<file path="src/rtl/sbc_pkg.sv">
`timescale 1ns / 1ps

package sbc_pkg;

    localparam int WORD_W  = 32;
    localparam int QUEUE_D = 4;
    localparam int QPTR_W  = $clog2(QUEUE_D);

    typedef logic [WORD_W-1:0] word_t;

    // one queue entry: a message word and the end-of-block mark
    typedef struct packed {
        logic  blk_last;
        word_t word;
    } q_entry_t;

    localparam word_t HASH_IV [8] = '{
        32'h6a09e667, 32'hbb67ae85, 32'h3c6ef372, 32'ha54ff53a,
        32'h510e527f, 32'h9b05688c, 32'h1f83d9ab, 32'h5be0cd19
    };

    localparam word_t ROUND_K [64] = '{
        32'h428a2f98, 32'h71374491, 32'hb5c0fbcf, 32'he9b5dba5,
        32'h3956c25b, 32'h59f111f1, 32'h923f82a4, 32'hab1c5ed5,
        32'hd807aa98, 32'h12835b01, 32'h243185be, 32'h550c7dc3,
        32'h72be5d74, 32'h80deb1fe, 32'h9bdc06a7, 32'hc19bf174,
        32'he49b69c1, 32'hefbe4786, 32'h0fc19dc6, 32'h240ca1cc,
        32'h2de92c6f, 32'h4a7484aa, 32'h5cb0a9dc, 32'h76f988da,
        32'h983e5152, 32'ha831c66d, 32'hb00327c8, 32'hbf597fc7,
        32'hc6e00bf3, 32'hd5a79147, 32'h06ca6351, 32'h14292967,
        32'h27b70a85, 32'h2e1b2138, 32'h4d2c6dfc, 32'h53380d13,
        32'h650a7354, 32'h766a0abb, 32'h81c2c92e, 32'h92722c85,
        32'ha2bfe8a1, 32'ha81a664b, 32'hc24b8b70, 32'hc76c51a3,
        32'hd192e819, 32'hd6990624, 32'hf40e3585, 32'h106aa070,
        32'h19a4c116, 32'h1e376c08, 32'h2748774c, 32'h34b0bcb5,
        32'h391c0cb3, 32'h4ed8aa4a, 32'h5b9cca4f, 32'h682e6ff3,
        32'h748f82ee, 32'h78a5636f, 32'h84c87814, 32'h8cc70208,
        32'h90befffa, 32'ha4506ceb, 32'hbef9a3f7, 32'hc67178f2
    };

    function automatic word_t rotr(input word_t x, input int unsigned n);
        return (x >> n) | (x << (WORD_W - n));
    endfunction

    function automatic word_t small_sigma0(input word_t x);
        return rotr(x, 7) ^ rotr(x, 18) ^ (x >> 3);
    endfunction

    function automatic word_t small_sigma1(input word_t x);
        return rotr(x, 17) ^ rotr(x, 19) ^ (x >> 10);
    endfunction

    function automatic word_t big_sigma0(input word_t x);
        return rotr(x, 2) ^ rotr(x, 13) ^ rotr(x, 22);
    endfunction

    function automatic word_t big_sigma1(input word_t x);
        return rotr(x, 6) ^ rotr(x, 11) ^ rotr(x, 25);
    endfunction

endpackage

</file>
<file path="src/rtl/sbc_front.sv">
`timescale 1ns / 1ps

module sbc_front
(
    input  logic              clk,
    input  logic              rst_n,
    input  logic              s_axis_tvalid,
    output logic              s_axis_tready,
    input  logic [31:0]       s_axis_tdata,
    input  logic              q_full,
    output logic              q_push,
    output sbc_pkg::q_entry_t q_wdata
);

    logic [3:0] load_count_reg;
    logic [3:0] load_count_next;

    assign s_axis_tready   = !q_full;
    assign q_push          = s_axis_tvalid && !q_full;
    assign q_wdata.word    = s_axis_tdata;
    // sixteenth word of a block closes it
    assign q_wdata.blk_last = (load_count_reg == 4'd15);
    assign load_count_next = load_count_reg + 4'd1;

    always_ff @(posedge clk or negedge rst_n)
    begin
        if (!rst_n)
        begin
            load_count_reg <= '0;
        end
        else if (q_push)
        begin
            load_count_reg <= load_count_next;
        end
    end

endmodule

</file>
<file path="src/rtl/sbc_queue.sv">
`timescale 1ns / 1ps

module sbc_queue
(
    input  logic              clk,
    input  logic              rst_n,
    input  logic              push,
    input  sbc_pkg::q_entry_t wdata,
    output logic              full,
    input  logic              pop,
    output logic              empty,
    output sbc_pkg::q_entry_t rdata
);

    sbc_pkg::q_entry_t mem [sbc_pkg::QUEUE_D];

    logic [sbc_pkg::QPTR_W-1:0] wr_ptr_reg;
    logic [sbc_pkg::QPTR_W-1:0] rd_ptr_reg;
    logic [sbc_pkg::QPTR_W:0]   count_reg;
    logic [sbc_pkg::QPTR_W:0]   count_next;
    logic                       do_push;
    logic                       do_pop;

    assign full    = (count_reg == (sbc_pkg::QPTR_W + 1)'(sbc_pkg::QUEUE_D));
    assign empty   = (count_reg == '0);
    assign do_push = push && !full;
    assign do_pop  = pop && !empty;
    assign rdata   = mem[rd_ptr_reg];

    always_comb
    begin
        count_next = count_reg;
        if (do_push && !do_pop)
        begin
            count_next = count_reg + (sbc_pkg::QPTR_W + 1)'(1);
        end
        else if (do_pop && !do_push)
        begin
            count_next = count_reg - (sbc_pkg::QPTR_W + 1)'(1);
        end
    end

    always_ff @(posedge clk)
    begin
        if (do_push)
        begin
            mem[wr_ptr_reg] <= wdata;
        end
    end

    always_ff @(posedge clk or negedge rst_n)
    begin
        if (!rst_n)
        begin
            wr_ptr_reg <= '0;
            rd_ptr_reg <= '0;
            count_reg  <= '0;
        end
        else
        begin
            if (do_push)
            begin
                wr_ptr_reg <= wr_ptr_reg + sbc_pkg::QPTR_W'(1);
            end
            if (do_pop)
            begin
                rd_ptr_reg <= rd_ptr_reg + sbc_pkg::QPTR_W'(1);
            end
            count_reg <= count_next;
        end
    end

endmodule

</file>
<file path="src/rtl/sbc_back.sv">
`timescale 1ns / 1ps

module sbc_back
(
    input  logic              clk,
    input  logic              rst_n,
    input  logic              q_empty,
    input  sbc_pkg::q_entry_t q_rdata,
    output logic              q_pop,
    output logic              m_axis_tvalid,
    input  logic              m_axis_tready,
    output logic [31:0]       m_axis_tdata,
    output logic [2:0]        m_axis_tuser,
    output logic              m_axis_tlast
);

    localparam logic [1:0] ST_LOAD  = 2'd0;
    localparam logic [1:0] ST_ROUND = 2'd1;
    localparam logic [1:0] ST_FINAL = 2'd2;

    logic [1:0]            state_reg;
    logic [5:0]            round_reg;
    sbc_pkg::word_t        win_reg [16];
    sbc_pkg::word_t        var_reg [8];
    sbc_pkg::word_t        dig_reg [8];
    logic                  out_valid_reg;
    logic [2:0]            out_idx_reg;

    sbc_pkg::word_t        sched_word;
    sbc_pkg::word_t        t1;
    sbc_pkg::word_t        t2;
    sbc_pkg::word_t        ch;
    sbc_pkg::word_t        maj;
    logic                  load_word;
    logic                  do_round;
    logic                  do_final;
    logic                  out_fire;

    assign q_pop     = (state_reg == ST_LOAD) && !q_empty;
    assign load_word = q_pop;
    assign do_round  = (state_reg == ST_ROUND);
    // digest register must be drained before the next result is written
    assign do_final  = (state_reg == ST_FINAL) && !out_valid_reg;
    assign out_fire  = out_valid_reg && m_axis_tready;

    assign m_axis_tvalid = out_valid_reg;
    assign m_axis_tdata  = dig_reg[0];
    assign m_axis_tuser  = out_idx_reg;
    assign m_axis_tlast  = (out_idx_reg == 3'd7);

    // win_reg[0] holds the schedule word of the current round
    assign sched_word = sbc_pkg::small_sigma1(win_reg[14]) + win_reg[9]
                      + sbc_pkg::small_sigma0(win_reg[1]) + win_reg[0];

    assign ch  = (var_reg[4] & var_reg[5]) ^ (~var_reg[4] & var_reg[6]);
    assign maj = (var_reg[0] & var_reg[1]) ^ (var_reg[0] & var_reg[2])
               ^ (var_reg[1] & var_reg[2]);
    assign t1  = var_reg[7] + sbc_pkg::big_sigma1(var_reg[4]) + ch
               + sbc_pkg::ROUND_K[round_reg] + win_reg[0];
    assign t2  = sbc_pkg::big_sigma0(var_reg[0]) + maj;

    always_ff @(posedge clk or negedge rst_n)
    begin
        if (!rst_n)
        begin
            state_reg <= ST_LOAD;
            round_reg <= '0;
        end
        else
        begin
            unique case (state_reg)
                ST_LOAD:
                begin
                    if (load_word && q_rdata.blk_last)
                    begin
                        state_reg <= ST_ROUND;
                        round_reg <= '0;
                    end
                end
                ST_ROUND:
                begin
                    round_reg <= round_reg + 6'd1;
                    if (round_reg == 6'd63)
                    begin
                        state_reg <= ST_FINAL;
                    end
                end
                ST_FINAL:
                begin
                    if (do_final)
                    begin
                        state_reg <= ST_LOAD;
                    end
                end
                default:
                begin
                    state_reg <= ST_LOAD;
                end
            endcase
        end
    end

    always_ff @(posedge clk)
    begin
        if (load_word || do_round)
        begin
            for (int i = 0; i < 15; i++)
            begin
                win_reg[i] <= win_reg[i+1];
            end
            win_reg[15] <= load_word ? q_rdata.word : sched_word;
        end
    end

    always_ff @(posedge clk)
    begin
        if (load_word && q_rdata.blk_last)
        begin
            for (int i = 0; i < 8; i++)
            begin
                var_reg[i] <= sbc_pkg::HASH_IV[i];
            end
        end
        else if (do_round)
        begin
            var_reg[7] <= var_reg[6];
            var_reg[6] <= var_reg[5];
            var_reg[5] <= var_reg[4];
            var_reg[4] <= var_reg[3] + t1;
            var_reg[3] <= var_reg[2];
            var_reg[2] <= var_reg[1];
            var_reg[1] <= var_reg[0];
            var_reg[0] <= t1 + t2;
        end
    end

    always_ff @(posedge clk)
    begin
        if (do_final)
        begin
            for (int i = 0; i < 8; i++)
            begin
                dig_reg[i] <= var_reg[i] + sbc_pkg::HASH_IV[i];
            end
        end
        else if (out_fire)
        begin
            for (int i = 0; i < 7; i++)
            begin
                dig_reg[i] <= dig_reg[i+1];
            end
        end
    end

    always_ff @(posedge clk or negedge rst_n)
    begin
        if (!rst_n)
        begin
            out_valid_reg <= 1'b0;
            out_idx_reg   <= '0;
        end
        else if (do_final)
        begin
            out_valid_reg <= 1'b1;
            out_idx_reg   <= '0;
        end
        else if (out_fire)
        begin
            out_idx_reg <= out_idx_reg + 3'd1;
            if (out_idx_reg == 3'd7)
            begin
                out_valid_reg <= 1'b0;
            end
        end
    end

endmodule

</file>
<file path="src/rtl/sha256_block_compress_core.sv">
`timescale 1ns / 1ps

// SHA-256 compression of one padded 512-bit block, always started from the
// standard initial hash value (no chaining between blocks). Message words
// w0..w15 enter one per item on s_axis; the eight digest words h0..h7 leave
// one per item on m_axis, tuser carrying the word's position and tlast
// marking h7. A four-entry queue sits between the input side and the round
// engine, so words of the next block are taken while a block compresses.
// The engine fills its schedule window one word at a time as the queue
// supplies them, runs the 64 rounds (one round a cycle) and then does the
// final addition once the previous digest has been emitted. The digest is
// held in its own register, so emitting overlaps loading the next block.

module sha256_block_compress_core
(
    input  logic        clk,
    input  logic        rst_n,
    input  logic        s_axis_tvalid,
    output logic        s_axis_tready,
    input  logic [31:0] s_axis_tdata,   // [31:0] message_word
    output logic        m_axis_tvalid,
    input  logic        m_axis_tready,
    output logic [31:0] m_axis_tdata,   // [31:0] digest_word
    output logic [2:0]  m_axis_tuser,   // [2:0] digest_index
    output logic        m_axis_tlast
);

    logic              q_push;
    logic              q_full;
    logic              q_pop;
    logic              q_empty;
    sbc_pkg::q_entry_t q_wdata;
    sbc_pkg::q_entry_t q_rdata;

    sbc_front u_front
    (
        .clk           (clk),
        .rst_n         (rst_n),
        .s_axis_tvalid (s_axis_tvalid),
        .s_axis_tready (s_axis_tready),
        .s_axis_tdata  (s_axis_tdata),
        .q_full        (q_full),
        .q_push        (q_push),
        .q_wdata       (q_wdata)
    );

    sbc_queue u_queue
    (
        .clk   (clk),
        .rst_n (rst_n),
        .push  (q_push),
        .wdata (q_wdata),
        .full  (q_full),
        .pop   (q_pop),
        .empty (q_empty),
        .rdata (q_rdata)
    );

    sbc_back u_back
    (
        .clk           (clk),
        .rst_n         (rst_n),
        .q_empty       (q_empty),
        .q_rdata       (q_rdata),
        .q_pop         (q_pop),
        .m_axis_tvalid (m_axis_tvalid),
        .m_axis_tready (m_axis_tready),
        .m_axis_tdata  (m_axis_tdata),
        .m_axis_tuser  (m_axis_tuser),
        .m_axis_tlast  (m_axis_tlast)
    );

endmodule
</file>
<file path="config.mk">
export PLATFORM = sky130hd
export DESIGN_NAME = sha256_block_compress_core
export DESIGN_NICKNAME = d
export VERILOG_FILES = /design/src/rtl/sbc_pkg.sv /design/src/rtl/sbc_front.sv /design/src/rtl/sbc_queue.sv /design/src/rtl/sbc_back.sv /design/src/rtl/sha256_block_compress_core.sv
export SDC_FILE = /design/constraint.sdc
export NUM_CORES = 2
export LEC_CHECK = 0
export BUFFER_PORTS_ARGS = -buffer_cell sky130_fd_sc_hd__buf_2
export CORE_AREA = 2 2 421 423
export CTS_CLUSTER_SIZE = 40
export DETAILED_ROUTE_END_ITERATION = 12
export DIE_AREA = 0 0 423 425
export SYNTH_ARGS = -nofsm -noshare
export SYNTH_HDL_FRONTEND = slang
export SYNTH_SLANG_ARGS = --single-unit
</file>
<file path="constraint.sdc">
create_clock -name clk -period 16.07 [get_ports clk]
set_input_delay 3.214 -clock clk [delete_from_list [all_inputs] [get_ports clk]]
set_output_delay 3.214 -clock clk [all_outputs]
set_load 0.01 [all_outputs]
</file>
# == After elaboration in Yosys (flattened, before gate mapping) ==
# Memories as Yosys holds them, arrays and structs flattened.
# Index checks and enable logic that the tools add are counted.
# op_classes
reduce_logical,24
n_eq_ne,9
div_mod_pow,0
n_mux,45
n_bitwise,43
shift,0
order_cmp,1
n_addsub,25
mul,0
# ops
operator,n
$mux 32,18
$add 32x32->32,10
$xor 32x32->32,9
$and 32x32->32,5
$add 32x31->32 const B,3
$add 32x32->32 const B,3
$add 32x29->32 const B,1
$add 32x30->32 const B,1
$not 32->32,1
$or 10x32->32,1
$or 13x32->32,1
$or 14x32->32,1
$or 15x32->32,1
$or 19x32->32,1
$or 21x32->32,1
$or 25x32->32,1
$or 26x32->32,1
$or 30x32->32,1
$or 7x32->32,1
$xor 32x22->32,1
$xor 32x29->32,1
$mux 1,17
$or 1x1->1,15
$mux 3,4
other kinds (26),48
# word_totals
mem_bits_ro,2048
mem_bits_rw,1156
out_inout_bits,38
regBits,23
mem_count,5
latchBits,0
in_bits,36
elab_cells,160
# memory_table
memory,depth,width,read_ports,rd_clocked_by_memory_dff,write_ports,line,rtl
(no name shown),64,32,1,0,0,sbc_back.sv:59,+ sbc_pkg::ROUND_K[round_reg] + win_reg[0];
u_back.win_reg,16,32,16,0,16,sbc_back.sv:23,sbc_pkg::word_t win_reg [16];
u_back.dig_reg,8,32,8,0,8,sbc_back.sv:25,sbc_pkg::word_t dig_reg [8];
u_back.var_reg,8,32,8,0,8,sbc_back.sv:24,sbc_pkg::word_t var_reg [8];
u_queue.mem,4,33,1,0,1,sbc_queue.sv:15,sbc_pkg::q_entry_t mem [sbc_pkg::QUEUE_D];

# == Longest topological paths before layout ==
# An unclocked memory read counts as a cell.
# depth
word_depth,10
ltp_mapped,40
ltp_nobuf,39

# == Hierarchy ==
# A second synthesis with hierarchy kept.
# unflattened
cells_unflattened,5032
area_unflattened_um2,62232.2
# modules_own_cells
mod,area_per_inst_um2,seq_area_each_um2,instances,cells_per_inst
sbc_back,56555.5,31049.8,1,4776
sbc_queue,5242.5,4139.0,1,209
sbc_front,434.2,100.1,1,47

# == Worst setup path before layout ==
# Ideal clock, no wire load.
# synth_path
path_type,reg-to-reg
startpoint,reg u_back.state_reg[1]
endpoint,mem u_back.win_reg[0][0] (netlist name) (enable)
setup_ps,3631
t_arrival_ps,9424
stages_incl_launch_ff,5
n_path_buf,2
t_required_ps,12439
setup_slack_ps,3015
synth_period_minus_slack_ps,13055
path_cell_list,dfrtp_1 > nand2b_1 > clkbuf_1 > clkbuf_1 > nand2_1
# synth_rtl
element,line,rtl
from (decl),sbc_back.sv:21,logic [1:0] state_reg;
from (signal assigned),sbc_back.sv:66,state_reg <= ST_LOAD;
from (signal assigned),sbc_back.sv:76,state_reg <= ST_ROUND;
from (signal assigned),sbc_back.sv:85,state_reg <= ST_FINAL;
to (decl),sbc_back.sv:23,

==> key figures <==
STA
  • Setup violators final: 0
  • RSZ-0062 raised after global routing: no
  • Slew Viols, Final: 0
  • Slack of the critical path: around 5.9 ns
  • Setup TNS Final: 0 ns
  • Clock period minus worst slack: just over 10 ns
  • Worst-Margin Slew: approximately 1.1 ns
  • Final Hold Violating Endpoints: 0
  • Slew margin rel.: 26.8%
  • Max frequency: between 90 and 100 MHz
  • Final Cycle Share: a little under two thirds
  • Clk_skew: ~0.038 ns

Flow run
  • Max Cap Violations: 0

Status
  • Status: finished clean

Worst setup path
  • Slowest Stage Delay on Critical Path: just under 0.8 ns
  • Crit path max-delay cell type: ha_1
  • Endpoint class of the critical path: flip-flop
  • Critical Setup Path Class: reg -> reg
  • CP startpoint kind: flip-flop
  • WP data arrival: between 10 and 15 ns
  • Req. time, crit path: around 17 ns
  • CP max FO: 20
  • Most frequent CP cell: fa_1

Synthesis
  • Synth unique cells: 86
  • Async SR Flop Fraction: under 10%
  • Mapped cell area: ~61000 sq um
  • Most common flop cell mapped by yosys: edfxtp_1
  • Number of synthesized flops with an enable pin: approximately 1200
  • Post-synthesis net count: around 5200
  • Area leader, netlist: edfxtp_1
  • #FFs+latches synth: between 1000 and 1500
  • Synth area leaders: edfxtp_1 57%, fa_1 6.2%, xnor2_1 5.6%, ha_1 3.3%, xor2_1 2.5%
  • Top-count cell post-synth: edfxtp_1
  • Mean Syn Cell Area: 12.6 sq um
  • Commonest cells post-synth: 1156 x edfxtp_1, 392 x xnor2_1, 371 x nand2_1
  • Sequential area share after synthesis: 57.7%
  • Synth warn: 0
  • Mapped Cells: around 5000
  • Post-synth top area share: between 50 and 60%

Place
  • Dpl hpwl: ~110 mm
  • Setup WS pre-CTS: 5.97 ns
  • GP Congestion: approximately 0.9
  • Buffers on Ports: between 70 and 80

Route
  • WL final: about 160 mm
  • Remaining DRCs: 0
  • Initial DRC Count: around 3300
  • Antenna Violating Nets Remaining: 0
  • Vias: around 37000
  • Wire length per cell: roughly 22 microns
  • Vias per cell: between 5 and 6
  • Drt first pass iters: 5

Floorplanning
  • # IOs: 74
  • Die ar.: approximately 180000 sq um
  • # rows: ~150
  • Die H: between 400 and 500 microns
  • Core Region: ~180000 sq um
  • Initial Util: a little over a third
  • Die X: between 400 and 500 microns

Clocking
  • Postcts setup bufs: 0
  • Latest clock arrival within the worst-skew pair: between 0.7 and 0.8 ns
  • Post-cts sizing count: 0
  • CTS HTree Levels: 3
  • CTS tree: yes
  • CTS Hold Buffers Added: 0
  • Sink Count: 1179
  • Clk slew on worst S/H paths: ~0.070 ns
  • Total CTS buffers: 121
  • CTS root buffer: clkbuf_16
  • CTS Buffer Depth: 3

Final layout
  • Final nets: between 5000 and 6000
  • Max reg flops: between 500 and 600
  • Layout Area Growth over Synthesis: 10.8%
  • Layout cell share with drive strength beyond 1: 7.94%
  • Fill cells: ~17000

Pwr
  • Leakage power: between 20 and 25 nW
  • VDD IR max: 0.000102 V
  • Pwr dens: around 100 nW/um^2

Global routing
  • GRT Util Overall: 17.7%
  • Vias in the first global route: about 37000
  • Largest net degree at the start of global routing: approximately 180
  • GRT overflow: 0
  • Antenna violations before repair: 3
  • Global-route wire length before repair: 240 mm

Min path
  • Hold Path Class: reg -> reg
-- routing by layer --
metal	share of wire (%)	track usage [%]
met3	5.1	2.60
met4	3.5	5.97
met5	0.017	0
met1	44	24.1
met2	47	29.0
-- worst paths after layout --
check	start	endpoint	slack [ns]	cells after the start
min in group asynchronous	rst_n	u_queue.wr_ptr_reg[1]	2.48	1
max in group asynchronous	rst_n	u_back.round_reg[4]	13.07	1
hold reg to reg	u_back.win_reg[3][123]	u_back.win_reg[3][91]	0.39	0
hold / removal	u_back.win_reg[3][123]	u_back.win_reg[3][91]	0.39	0
setup reg to reg	u_back.round_reg[1]	u_back.var_reg[0][31]	5.88	39
setup / recovery	u_back.round_reg[1]	u_back.var_reg[0][31]	5.88	39
-- placed cells by master, fill, tap and decap left out, types with 24 or more instances in the layout --
cell type and count:
xor2_1 176, o21ai_0 194, buf_2 73, mux2i_1 25, or3_1 28, clkbuf_16 121
mux4_2 40, maj3_1 24, nand2b_1 126, a21o_1 64, a31oi_1 43, o21ai_1 70
nand2_1 368, a21oi_1 293, and3_1 29, xnor2_1 392, a211oi_1 31, ha_1 160
clkbuf_1 27, clkinv_1 34, buf_4 64, nand3_1 56, o31ai_1 39, nor3_1 61
nor2b_1 27, and2_1 93, o21a_1 30, fa_1 188, inv_1 229, nor2_1 364
edfxtp_1 1156
-- cells by family (layout without fill, tap and decap cells) --
group           count (synthesis)  in the layout  share of synthesized area (%)
simple gates                 1227           1227                           9.40
flops                        1179           1179                           57.7
compound gates                940            940                           9.51
xor+xnor                      568            568                           8.14
buf+inv                       498            597                           3.26
fa+ha+maj                     372            372                           9.82
mux                            80             80                           2.16
other cells                     0              2                              0
-- layout make-up --
cell class	count	area, sq um	share of cell area [%]
clock inverters	78	714	1.05
clock buffers	148	3130	4.62
diodes	2	5.00	0.00739
repair buffers	139	886	1.31
multi-input cells	3187	23900	35.3
well taps	2340	2930	4.32
inverters	232	878	1.30
flip-flops and latches	1179	35300	52.1
-- metrics by stage --
step / utilization (%) / instances / cell area (sq um) / hold WS, ns / total power (W)
after detailed placement: 36.4 / 7077 / 63900 / 0.405 / 0.00412
after CTS: 38.6 / 7303 / 67700 / 0.387 / 0.00686
final: 38.6 / 7305 / 67700 / 0.388 / 0.00678
after global placement: 36.4 / 7077 / 63900 / 0.400 / 0.00411
after floorplan: - / 4864 / 61100 / 0.400 / 0.00401
after global routing: 38.6 / 7303 / 67700 / 0.391 / 0.00703
-- where the power goes --
| part | internal, W | switching, W |
|---|---|---|
| clock | 0.00152 | 0.00122 |
| combinational | 0.000116 | 0.000284 |
| sequential | 0.00359 | 0.0000549 |
-- worst max-delay path: cells and delay by family, from the launching register on --
family | cells | cell delay [ns]
DFF | 1 | 0.35
adders and majority gates | 8 | 3.67
xor gates and xnor gates | 2 | 0.62
buffers and inverters | 6 | 0.78
AOI/OAI and AO/OA | 13 | 2.80
muxes | 1 | 0.10
and+or+nand+nor | 9 | 1.59
Note: power is estimated with default switching activity, not from simulation.
